File: src/hdl/lattice_gas_node_collision_defines.svh
// Assertion macros used by the node collision controller.
`ifndef LATTICE_GAS_NODE_COLLISION_DEFINES_SVH
`define LATTICE_GAS_NODE_COLLISION_DEFINES_SVH

// Consequent checked in the same cycle as the antecedent.
`define LGNC_ASSERT_SAME(label, ante, cons, msg) \
    label: assert property (@(posedge clk) disable iff (!rst_n) (ante) |-> (cons)) \
        else $error(msg);

// Consequent checked in the cycle after the antecedent.
`define LGNC_ASSERT_NEXT(label, ante, cons, msg) \
    label: assert property (@(posedge clk) disable iff (!rst_n) (ante) |=> (cons)) \
        else $error(msg);

`endif

File: src/hdl/lgnc_pkg.sv
package lgnc_pkg;

    localparam int NUM_DIRS  = 9;
    localparam int DIR_W     = 4;
    localparam int CNT_W     = 16;
    localparam int TOTAL_W   = 20;
    localparam int PICK_W    = 31;
    localparam int TRIAL_W   = 10;
    localparam int CFG_W     = 31;
    localparam int CFG_IDX_W = 1;
    localparam int STEP_W    = 5;
    localparam int DIV_STEPS = 31;

    localparam logic [DIR_W-1:0]   DIR_LAST     = 4'd8;
    localparam logic [PICK_W-1:0]  SPLIT_RESET  = 31'd268435455;
    localparam logic [TRIAL_W-1:0] TRIALS_RESET = 10'd300;
    localparam logic [TRIAL_W-1:0] TRIAL_MAX    = 10'd1023;

    localparam logic [1:0] OP_LOAD    = 2'd0;
    localparam logic [1:0] OP_COLLIDE = 2'd1;

    localparam logic [1:0] ST_DONE  = 2'd0;
    localparam logic [1:0] ST_SAME  = 2'd1;
    localparam logic [1:0] ST_EMPTY = 2'd2;
    localparam logic [1:0] ST_BIG   = 2'd3;

    localparam logic [CFG_IDX_W-1:0] CFG_SPLIT  = 1'd0;
    localparam logic [CFG_IDX_W-1:0] CFG_TRIALS = 1'd1;

    localparam logic [1:0] UPD_DEC_A = 2'd0;
    localparam logic [1:0] UPD_DEC_B = 2'd1;
    localparam logic [1:0] UPD_INC_A = 2'd2;
    localparam logic [1:0] UPD_INC_B = 2'd3;

    typedef enum logic [1:0] {
        RD_WALK = 2'd0,
        RD_UPD  = 2'd1,
        RD_DIR  = 2'd2
    } rd_src_t;

    typedef struct packed {
        logic             capture;
        logic             load_wr;
        logic             clr_trials;
        logic             inc_trials;
        logic             sum_step;
        logic             div_step;
        logic             div_save_a;
        logic             walk_init;
        logic             walk_step;
        logic             rule_calc;
        logic             upd_step;
        logic [1:0]       upd_sel;
        logic             out_load;
        logic [DIR_W-1:0] idx;
        rd_src_t          rd_src;
        logic [1:0]       st;
    } cmd_t;

    typedef struct packed {
        logic total_zero;
        logic total_big;
        logic rem_equal;
    } stat_t;

    // Component code 0, 1, 2 stands for velocity -1, 0, +1.
    function automatic logic [1:0] dir_x(input logic [DIR_W-1:0] d);
        logic [1:0] c;
        case (d)
            4'd0, 4'd3, 4'd6: c = 2'd0;
            4'd1, 4'd4, 4'd7: c = 2'd1;
            default:          c = 2'd2;
        endcase
        return c;
    endfunction

    function automatic logic [1:0] dir_y(input logic [DIR_W-1:0] d);
        logic [1:0] c;
        case (d)
            4'd0, 4'd1, 4'd2: c = 2'd0;
            4'd3, 4'd4, 4'd5: c = 2'd1;
            default:          c = 2'd2;
        endcase
        return c;
    endfunction

    function automatic logic [DIR_W-1:0] make_dir(input logic [1:0] x, input logic [1:0] y);
        return {2'b00, y} + {1'b0, y, 1'b0} + {2'b00, x};
    endfunction

    // Returns {new a, new b} for one axis.
    function automatic logic [3:0] axis_rule(
        input logic [1:0]        a,
        input logic [1:0]        b,
        input logic [PICK_W-1:0] coin,
        input logic [PICK_W-1:0] thr
    );
        logic [3:0] r;
        if ((a == 2'd0 && b == 2'd2) || (a == 2'd2 && b == 2'd0))
        begin
            r = {2'd1, 2'd1};
        end
        else if (a == 2'd1 && b == 2'd1)
        begin
            if (coin < thr)
            begin
                r = (coin < (thr >> 1)) ? {2'd0, 2'd2} : {2'd2, 2'd0};
            end
            else
            begin
                r = {2'd1, 2'd1};
            end
        end
        else
        begin
            r = {b, a};
        end
        return r;
    endfunction

endpackage

File: src/hdl/lgnc_dpath.sv
module lgnc_dpath
(
    input  logic                              clk,
    input  logic                              rst_n,
    input  lgnc_pkg::cmd_t                    cmd,
    output lgnc_pkg::stat_t                   stat,
    input  logic [lgnc_pkg::DIR_W-1:0]        dir,
    input  logic [lgnc_pkg::CNT_W-1:0]        count_in,
    input  logic [lgnc_pkg::PICK_W-1:0]       pick_a,
    input  logic [lgnc_pkg::PICK_W-1:0]       pick_b,
    input  logic [lgnc_pkg::PICK_W-1:0]       coin_x,
    input  logic [lgnc_pkg::PICK_W-1:0]       coin_y,
    input  logic                              cfg_we,
    input  logic [lgnc_pkg::CFG_IDX_W-1:0]    cfg_index,
    input  logic [lgnc_pkg::CFG_W-1:0]        cfg_data,
    output logic [lgnc_pkg::CNT_W-1:0]        count_out,
    output logic [1:0]                        status,
    output logic [lgnc_pkg::DIR_W-1:0]        first_new_dir,
    output logic [lgnc_pkg::DIR_W-1:0]        second_new_dir,
    output logic                              node_done
);

    logic [lgnc_pkg::CNT_W-1:0]   counts_reg [lgnc_pkg::NUM_DIRS];
    logic [lgnc_pkg::TRIAL_W-1:0] trial_reg;
    logic [lgnc_pkg::PICK_W-1:0]  split_reg;
    logic [lgnc_pkg::TRIAL_W-1:0] trials_cfg_reg;

    logic [lgnc_pkg::DIR_W-1:0]   dir_reg;
    logic [lgnc_pkg::PICK_W-1:0]  pb_reg;
    logic [lgnc_pkg::PICK_W-1:0]  cx_reg;
    logic [lgnc_pkg::PICK_W-1:0]  cy_reg;
    logic [lgnc_pkg::TOTAL_W-1:0] total_reg;
    logic [lgnc_pkg::PICK_W-1:0]  dvd_reg;
    logic [lgnc_pkg::CNT_W-1:0]   rem_reg;
    logic [lgnc_pkg::CNT_W-1:0]   r1_reg;
    logic [lgnc_pkg::CNT_W-1:0]   i1_reg;
    logic [lgnc_pkg::CNT_W-1:0]   i2_reg;
    logic                         f1_reg;
    logic                         f2_reg;
    logic [lgnc_pkg::DIR_W-1:0]   d1_reg;
    logic [lgnc_pkg::DIR_W-1:0]   d2_reg;
    logic [lgnc_pkg::DIR_W-1:0]   nd1_reg;
    logic [lgnc_pkg::DIR_W-1:0]   nd2_reg;

    logic [lgnc_pkg::CNT_W-1:0]   count_out_reg;
    logic [1:0]                   status_reg;
    logic [lgnc_pkg::DIR_W-1:0]   first_reg;
    logic [lgnc_pkg::DIR_W-1:0]   second_reg;
    logic                         done_reg;

    logic [lgnc_pkg::DIR_W-1:0]   upd_addr;
    logic [lgnc_pkg::DIR_W-1:0]   rd_addr;
    logic [lgnc_pkg::CNT_W-1:0]   rd_data;
    logic [lgnc_pkg::CNT_W-1:0]   upd_val;
    logic [lgnc_pkg::CNT_W:0]     rem_sh;
    logic [lgnc_pkg::CNT_W:0]     div_ext;
    logic [lgnc_pkg::CNT_W-1:0]   rem_step;
    logic [3:0]                   rule_x;
    logic [3:0]                   rule_y;
    logic                         last_dir;

    // single read port shared by the sum, walk, update and result read
    always_comb
    begin
        unique case (cmd.upd_sel)
            lgnc_pkg::UPD_DEC_A: upd_addr = d1_reg;
            lgnc_pkg::UPD_DEC_B: upd_addr = d2_reg;
            lgnc_pkg::UPD_INC_A: upd_addr = nd1_reg;
            lgnc_pkg::UPD_INC_B: upd_addr = nd2_reg;
            default:             upd_addr = d1_reg;
        endcase
        unique case (cmd.rd_src)
            lgnc_pkg::RD_WALK: rd_addr = cmd.idx;
            lgnc_pkg::RD_UPD:  rd_addr = upd_addr;
            lgnc_pkg::RD_DIR:  rd_addr = dir_reg;
            default:           rd_addr = dir_reg;
        endcase
        rd_data = (rd_addr <= lgnc_pkg::DIR_LAST) ? counts_reg[rd_addr] : '0;
        upd_val = cmd.upd_sel[1] ? rd_data + 1'b1 : rd_data - 1'b1;
    end

    // one restoring step of the remainder
    always_comb
    begin
        rem_sh   = {rem_reg, dvd_reg[lgnc_pkg::PICK_W-1]};
        div_ext  = {1'b0, total_reg[lgnc_pkg::CNT_W-1:0]};
        rem_step = (rem_sh >= div_ext) ? lgnc_pkg::CNT_W'(rem_sh - div_ext)
                                       : rem_sh[lgnc_pkg::CNT_W-1:0];
    end

    assign rule_x   = lgnc_pkg::axis_rule(lgnc_pkg::dir_x(d1_reg), lgnc_pkg::dir_x(d2_reg),
                                          cx_reg, split_reg);
    assign rule_y   = lgnc_pkg::axis_rule(lgnc_pkg::dir_y(d1_reg), lgnc_pkg::dir_y(d2_reg),
                                          cy_reg, split_reg);
    assign last_dir = (cmd.idx == lgnc_pkg::DIR_LAST);

    assign stat.total_zero = (total_reg == '0);
    assign stat.total_big  = (total_reg[lgnc_pkg::TOTAL_W-1:lgnc_pkg::CNT_W] != '0);
    assign stat.rem_equal  = (r1_reg == rem_reg);

    // control state: counts, trial counter and configuration
    always_ff @(posedge clk or negedge rst_n)
    begin
        if (!rst_n)
        begin
            for (int i = 0; i < lgnc_pkg::NUM_DIRS; i++)
            begin
                counts_reg[i] <= '0;
            end
            trial_reg      <= '0;
            split_reg      <= lgnc_pkg::SPLIT_RESET;
            trials_cfg_reg <= lgnc_pkg::TRIALS_RESET;
        end
        else
        begin
            priority if (cmd.load_wr)
            begin
                if (dir <= lgnc_pkg::DIR_LAST)
                begin
                    counts_reg[dir] <= count_in;
                end
            end
            else if (cmd.upd_step)
            begin
                counts_reg[upd_addr] <= upd_val;
            end

            priority if (cmd.clr_trials)
            begin
                trial_reg <= '0;
            end
            else if (cmd.inc_trials && trial_reg != lgnc_pkg::TRIAL_MAX)
            begin
                trial_reg <= trial_reg + 1'b1;
            end

            if (cfg_we)
            begin
                if (cfg_index == lgnc_pkg::CFG_SPLIT)
                begin
                    split_reg <= cfg_data;
                end
                else if (cfg_index == lgnc_pkg::CFG_TRIALS)
                begin
                    trials_cfg_reg <= cfg_data[lgnc_pkg::TRIAL_W-1:0];
                end
            end
        end
    end

    // working registers of one request
    always_ff @(posedge clk)
    begin
        if (cmd.capture)
        begin
            dir_reg   <= dir;
            pb_reg    <= pick_b;
            cx_reg    <= coin_x;
            cy_reg    <= coin_y;
            dvd_reg   <= pick_a;
            rem_reg   <= '0;
            total_reg <= '0;
            nd1_reg   <= '0;
            nd2_reg   <= '0;
        end
        if (cmd.sum_step)
        begin
            total_reg <= total_reg + lgnc_pkg::TOTAL_W'(rd_data);
        end
        if (cmd.div_step)
        begin
            if (cmd.div_save_a)
            begin
                r1_reg  <= rem_step;
                rem_reg <= '0;
                dvd_reg <= pb_reg;
            end
            else
            begin
                rem_reg <= rem_step;
                dvd_reg <= dvd_reg << 1;
            end
        end
        if (cmd.walk_init)
        begin
            i1_reg <= r1_reg;
            i2_reg <= rem_reg;
            f1_reg <= 1'b0;
            f2_reg <= 1'b0;
        end
        if (cmd.walk_step)
        begin
            if (!f1_reg)
            begin
                if (last_dir || i1_reg < rd_data)
                begin
                    f1_reg <= 1'b1;
                    d1_reg <= cmd.idx;
                end
                else
                begin
                    i1_reg <= i1_reg - rd_data;
                end
            end
            if (!f2_reg)
            begin
                if (last_dir || i2_reg < rd_data)
                begin
                    f2_reg <= 1'b1;
                    d2_reg <= cmd.idx;
                end
                else
                begin
                    i2_reg <= i2_reg - rd_data;
                end
            end
        end
        if (cmd.rule_calc)
        begin
            nd1_reg <= lgnc_pkg::make_dir(rule_x[3:2], rule_y[3:2]);
            nd2_reg <= lgnc_pkg::make_dir(rule_x[1:0], rule_y[1:0]);
        end
        if (cmd.out_load)
        begin
            count_out_reg <= rd_data;
            status_reg    <= cmd.st;
            first_reg     <= nd1_reg;
            second_reg    <= nd2_reg;
            done_reg      <= (trial_reg >= trials_cfg_reg);
        end
    end

    assign count_out      = count_out_reg;
    assign status         = status_reg;
    assign first_new_dir  = first_reg;
    assign second_new_dir = second_reg;
    assign node_done      = done_reg;

endmodule

File: config.mk
export PLATFORM = sky130hd
export DESIGN_NAME = lgnc_dpath
export DESIGN_NICKNAME = d
export VERILOG_FILES = /design/src/hdl/lattice_gas_node_collision_defines.svh /design/src/hdl/lgnc_pkg.sv /design/src/hdl/lgnc_dpath.sv
export SDC_FILE = /design/constraint.sdc
export NUM_CORES = 1
export LEC_CHECK = 0
export BUFFER_PORTS_ARGS = -buffer_cell sky130_fd_sc_hd__buf_2
export CORE_UTILIZATION = 60
export DETAILED_ROUTE_END_ITERATION = 8
export GPL_TIMING_DRIVEN = 0
export PLACE_DENSITY_LB_ADDON = 0.3
export SLEW_MARGIN = 20
export SYNTH_ARGS = -nofsm -noshare
export SYNTH_HDL_FRONTEND = slang
export SYNTH_SLANG_ARGS = --single-unit
File: constraint.sdc
create_clock -name clk -period 16 [get_ports clk]
set_input_delay 1.6 -clock clk [delete_from_list [all_inputs] [get_ports clk]]
set_output_delay 1.6 -clock clk [all_outputs]
set_load 0.01 [all_outputs]
==> results by group <==
Run status
  – Status: complete, no violations

Setup path
  – Data arrival time of the critical path: 9.39 ns
  – Crit path largest cell delay: 0.71 ns
  – FF-to-FF path depth: 20
  – Startpoint Class: input pin
  – Crit Path Class: in2reg
  – Number of cells on the critical path: 22
  – Crit end category: flip-flop
  – Top cell by count, worst path: a21oi_1
  – Crit Path Max Fanout: 10
  – CP Cell Sequence: buf_2, buf_2, mux4_2, a221oi_2, clkbuf_1, buf_1, nand2_1, a311oi_1, o21ai_0, and2_1, fa_1, a21o_1, a21oi_1, o21ai_0, a21oi_1, nor2b_1, o21a_1, o41a_1, and4_1, o31ai_1, a21oi_1, nor2_1
  – Buf+Inv Stages, Crit Path: 4
  – Slowest CP cell: a221oi_2
  – Critical path's top delay family: compound AO/OA/AOI/OAI gates
  – Required time worst endpoint: 16.23 ns

Die
  – Die Y: 212 µm
  – Die area: 45100 µm²
  – Total core area: 43400 µm²
  – Io pins: 231
  – Starting density of the core: 61.2%
  – Die width: 212 µm
  – Site Rows: 76

Route
  – Drt wl/cell: 22.2 µm
  – Drt total wl: 78800 µm
  – DR vias/cell: 6.31
  – Initial DRC Count: 2410
  – Final ANT Viol Nets: 0
  – Vias after detailed routing: 22300
  – DRC violations left: 0
  – DR pass1 iterations: 8

Logic synthesis
  – Mux cell area share after synthesis: 4.82%
  – Yosys Warn Count: 0
  – Avg Cell Area, Syn: 10.0 µm²
  – Synth Area in XOR/XNOR: 2.92%
  – Register area share after synthesis: 46.3%
  – Adder-cell share of the synthesized area: 10.6%
  – Mapped Area: 26500 µm²
  – Ys async rst share: 43.1%
  – Synth area leaders: edfxtp_1, dfrtp_1, ha_1
  – Synthesized flop and latch total: 452
  – Synth Instances: 2647
  – Largest family of logic cells by synthesized area: compound AO/OA/AOI/OAI gates
  – Post-synthesis simple-gate area fraction: 14.0%
  – Synth Area in Compound Gates: 17.7%
  – Number of distinct library cells after synthesis: 84
  – Top FF cell, synth: edfxtp_1
  – Syn_nets: 3068
  – Area leader, netlist: edfxtp_1
  – Post-synth top area share: 25.2%
  – Number of flops mapped to enable cells by yosys: 223

Layout
  – Nets@finish: 3332
  – Final Instance Count excl. Fillers: 3540
  – Final Util: 69.5%
  – Proportion of layout cells with a drive suffix above 1: 13.1%
  – Area delta synth->final: 13.6%
  – Max FFs per register: 144

STA
  – Slew headroom: 24.5%
  – RSZ-0062 raised after global routing: no
  – Final slew viol count: 0
  – Crit path time final: 9.16 ns
  – Setup_tns: 0 ns
  – Final hold slack: 0.465 ns
  – Final setup viols: 0
  – Fin Clk Skew: 0.0158 ns
  – Fin. Hold Viols: 0
  – Fmax: 0.109 GHz
  – Worst slew pin tran: 1.12 ns
  – Final cycle utilization of the critical path: 57.2%

Global routing
  – Total Routing Usage GR: 35.2%
  – First-pass GRT wire length: 121000 µm
  – GR Overflow Total: 0
  – Initial antenna violation count: 5
  – Vias in the first global route: 22200
  – Largest net degree at the start of global routing: 76

Place
  – Gp weighted congestion: 0.997
  – IO Port Bufs: 207
  – Placed cell count: 3444
  – Hpwl dp: 58800 µm

Clock tree
  – CTS root buffer: clkbuf_16
  – CTS sink count: 452
  – Setup Buffers After CTS: 0
  – Post-CTS Resized: 0
  – Clock Tree Buf Depth: 3
  – Reg clk slew, reported paths: 0.06 ns
  – Clock Latency Late Sink: 0.61 ns
  – CTS tree: yes
  – H-tree lvl count: 2
  – # hold bufs at CTS: 0
  – TritonCTS Buffers: 50

Pwr
  – Final Power: 5.07 mW
  – VDD IR max: 0.0976 mV
  – P per Cell Area: 168 nW/µm²
  – Leakage Power: 12.7 nW

Worst hold path
  – Worst Hold Depth: 0
  – Worst hold path type: reg2reg

Flow run
  – Maxcap violations: 0
-- Yosys cell counts (8+ instances only) --
cell      count
a32oi_1      42
nand2_1     347
a21oi_1     125
and2_1       37
o21ai_0     235
nor2b_1      41
a311oi_1     28
a211oi_1     10
mux2_2       22
o31ai_1       8
or3_1        12
ha_1        211
xor2_1       36
mux2i_1      94
nand2b_1     39
a21o_1       57
o21a_1       18
dfxtp_1      34
nand3_1      32
buf_1        22
o21ai_1      20
inv_1       116
nor3b_1      12
a22oi_1      78
fa_1          9
nor2_1      150
a31oi_1      18
or2_2         8
nor3_1       31
dfrtp_1     163
clkbuf_1    108
xnor2_1      45
and3_1       37
dfstp_2      32
edfxtp_1    223
nand4_1      27
-- power breakdown --
part           switching [mW]  internal (mW)
combinational            1.26          0.838
clock                   0.499          0.689
sequential              0.205           1.58
-- path summary, 6_finish.rpt --
| kind | startpoint | to | slack, ns |
|---|---|---|---|
| setup / recovery | cmd[10] | d2_reg[0]$_DFFE_PP_ | 6.84 |
| hold / removal | nd1_reg[2]$_SDFFCE_PN0P_ | first_new_dir[2]$_DFFE_PP_ | 0.47 |
| setup reg to reg | d2_reg[1]$_DFFE_PP_ | d2_reg[0]$_DFFE_PP_ | 7.78 |
| hold reg to reg | nd1_reg[2]$_SDFFCE_PN0P_ | first_new_dir[2]$_DFFE_PP_ | 0.47 |
| max in group asynchronous | rst_n | split_reg[11]$_DFFE_PN1P_ | 14.29 |
| min in group asynchronous | rst_n | counts_reg[119]$_DFFE_PN0P_ | 0.91 |
-- cells by family after synthesis --
group	count (synthesis)
multiplexers	120
adder cells (fa/ha/maj)	220
flip-flops	452
AO/OA/AOI/OAI	722
buffers and inverters	251
XOR/XNOR	85
AND/OR/NAND/NOR	797
-- through the flow --
stage,setup WS (ns),area (µm²)
6_report,6.84,30100
5_1_grt,6.73,30100
4_1_cts,7.12,30100
3_5_place_dp,6.54,28500
3_3_place_gp,6.53,28300
2_1_floorplan,8.90,26500
-- cell type report --
type	instances	area (µm²)
Multi-Input combinational cell	1944	13300
Fill cell	3339	13200
Buffer	134	508
Clock inverter	25	265
Inverter	117	439
Sequential cell	452	12300
Tap cell	585	732
Timing Repair Buffer	212	1150
Clock buffer	68	1420
Antenna cell	3	7.51
-- layer usage --
metal,track usage [%],up-vias,share of wire [%]
met5,0,-,0.032
met2,55.9,1117,46
met1,45.0,10700,40
met4,18.0,4,4.9
met3,8.17,250,9.8
li1,-,10200,-
-- cell usage in the layout, fill, tap and decap left out, drive strengths merged, types with 9 or more instances in the layout --
master,n
o21a,18
edfxtp,223
a311oi,28
dfstp,32
mux2,22
nand2b,40
mux2i,94
nor2b,41
fa,9
dfxtp,34
nor3b,12
nor2,150
xnor2,47
a21oi,126
o21ai,255
a32oi,42
a21o,57
nor3,31
and3,37
a22oi,78
nand4,27
xor2,38
buf,238
nand2,348
and2,39
dfrtp,163
nand3,32
clkbuf,176
a31oi,18
inv,118
a211oi,12
clkinv,14
or3,12
ha,211
Power figures use the tool's default switching activity.
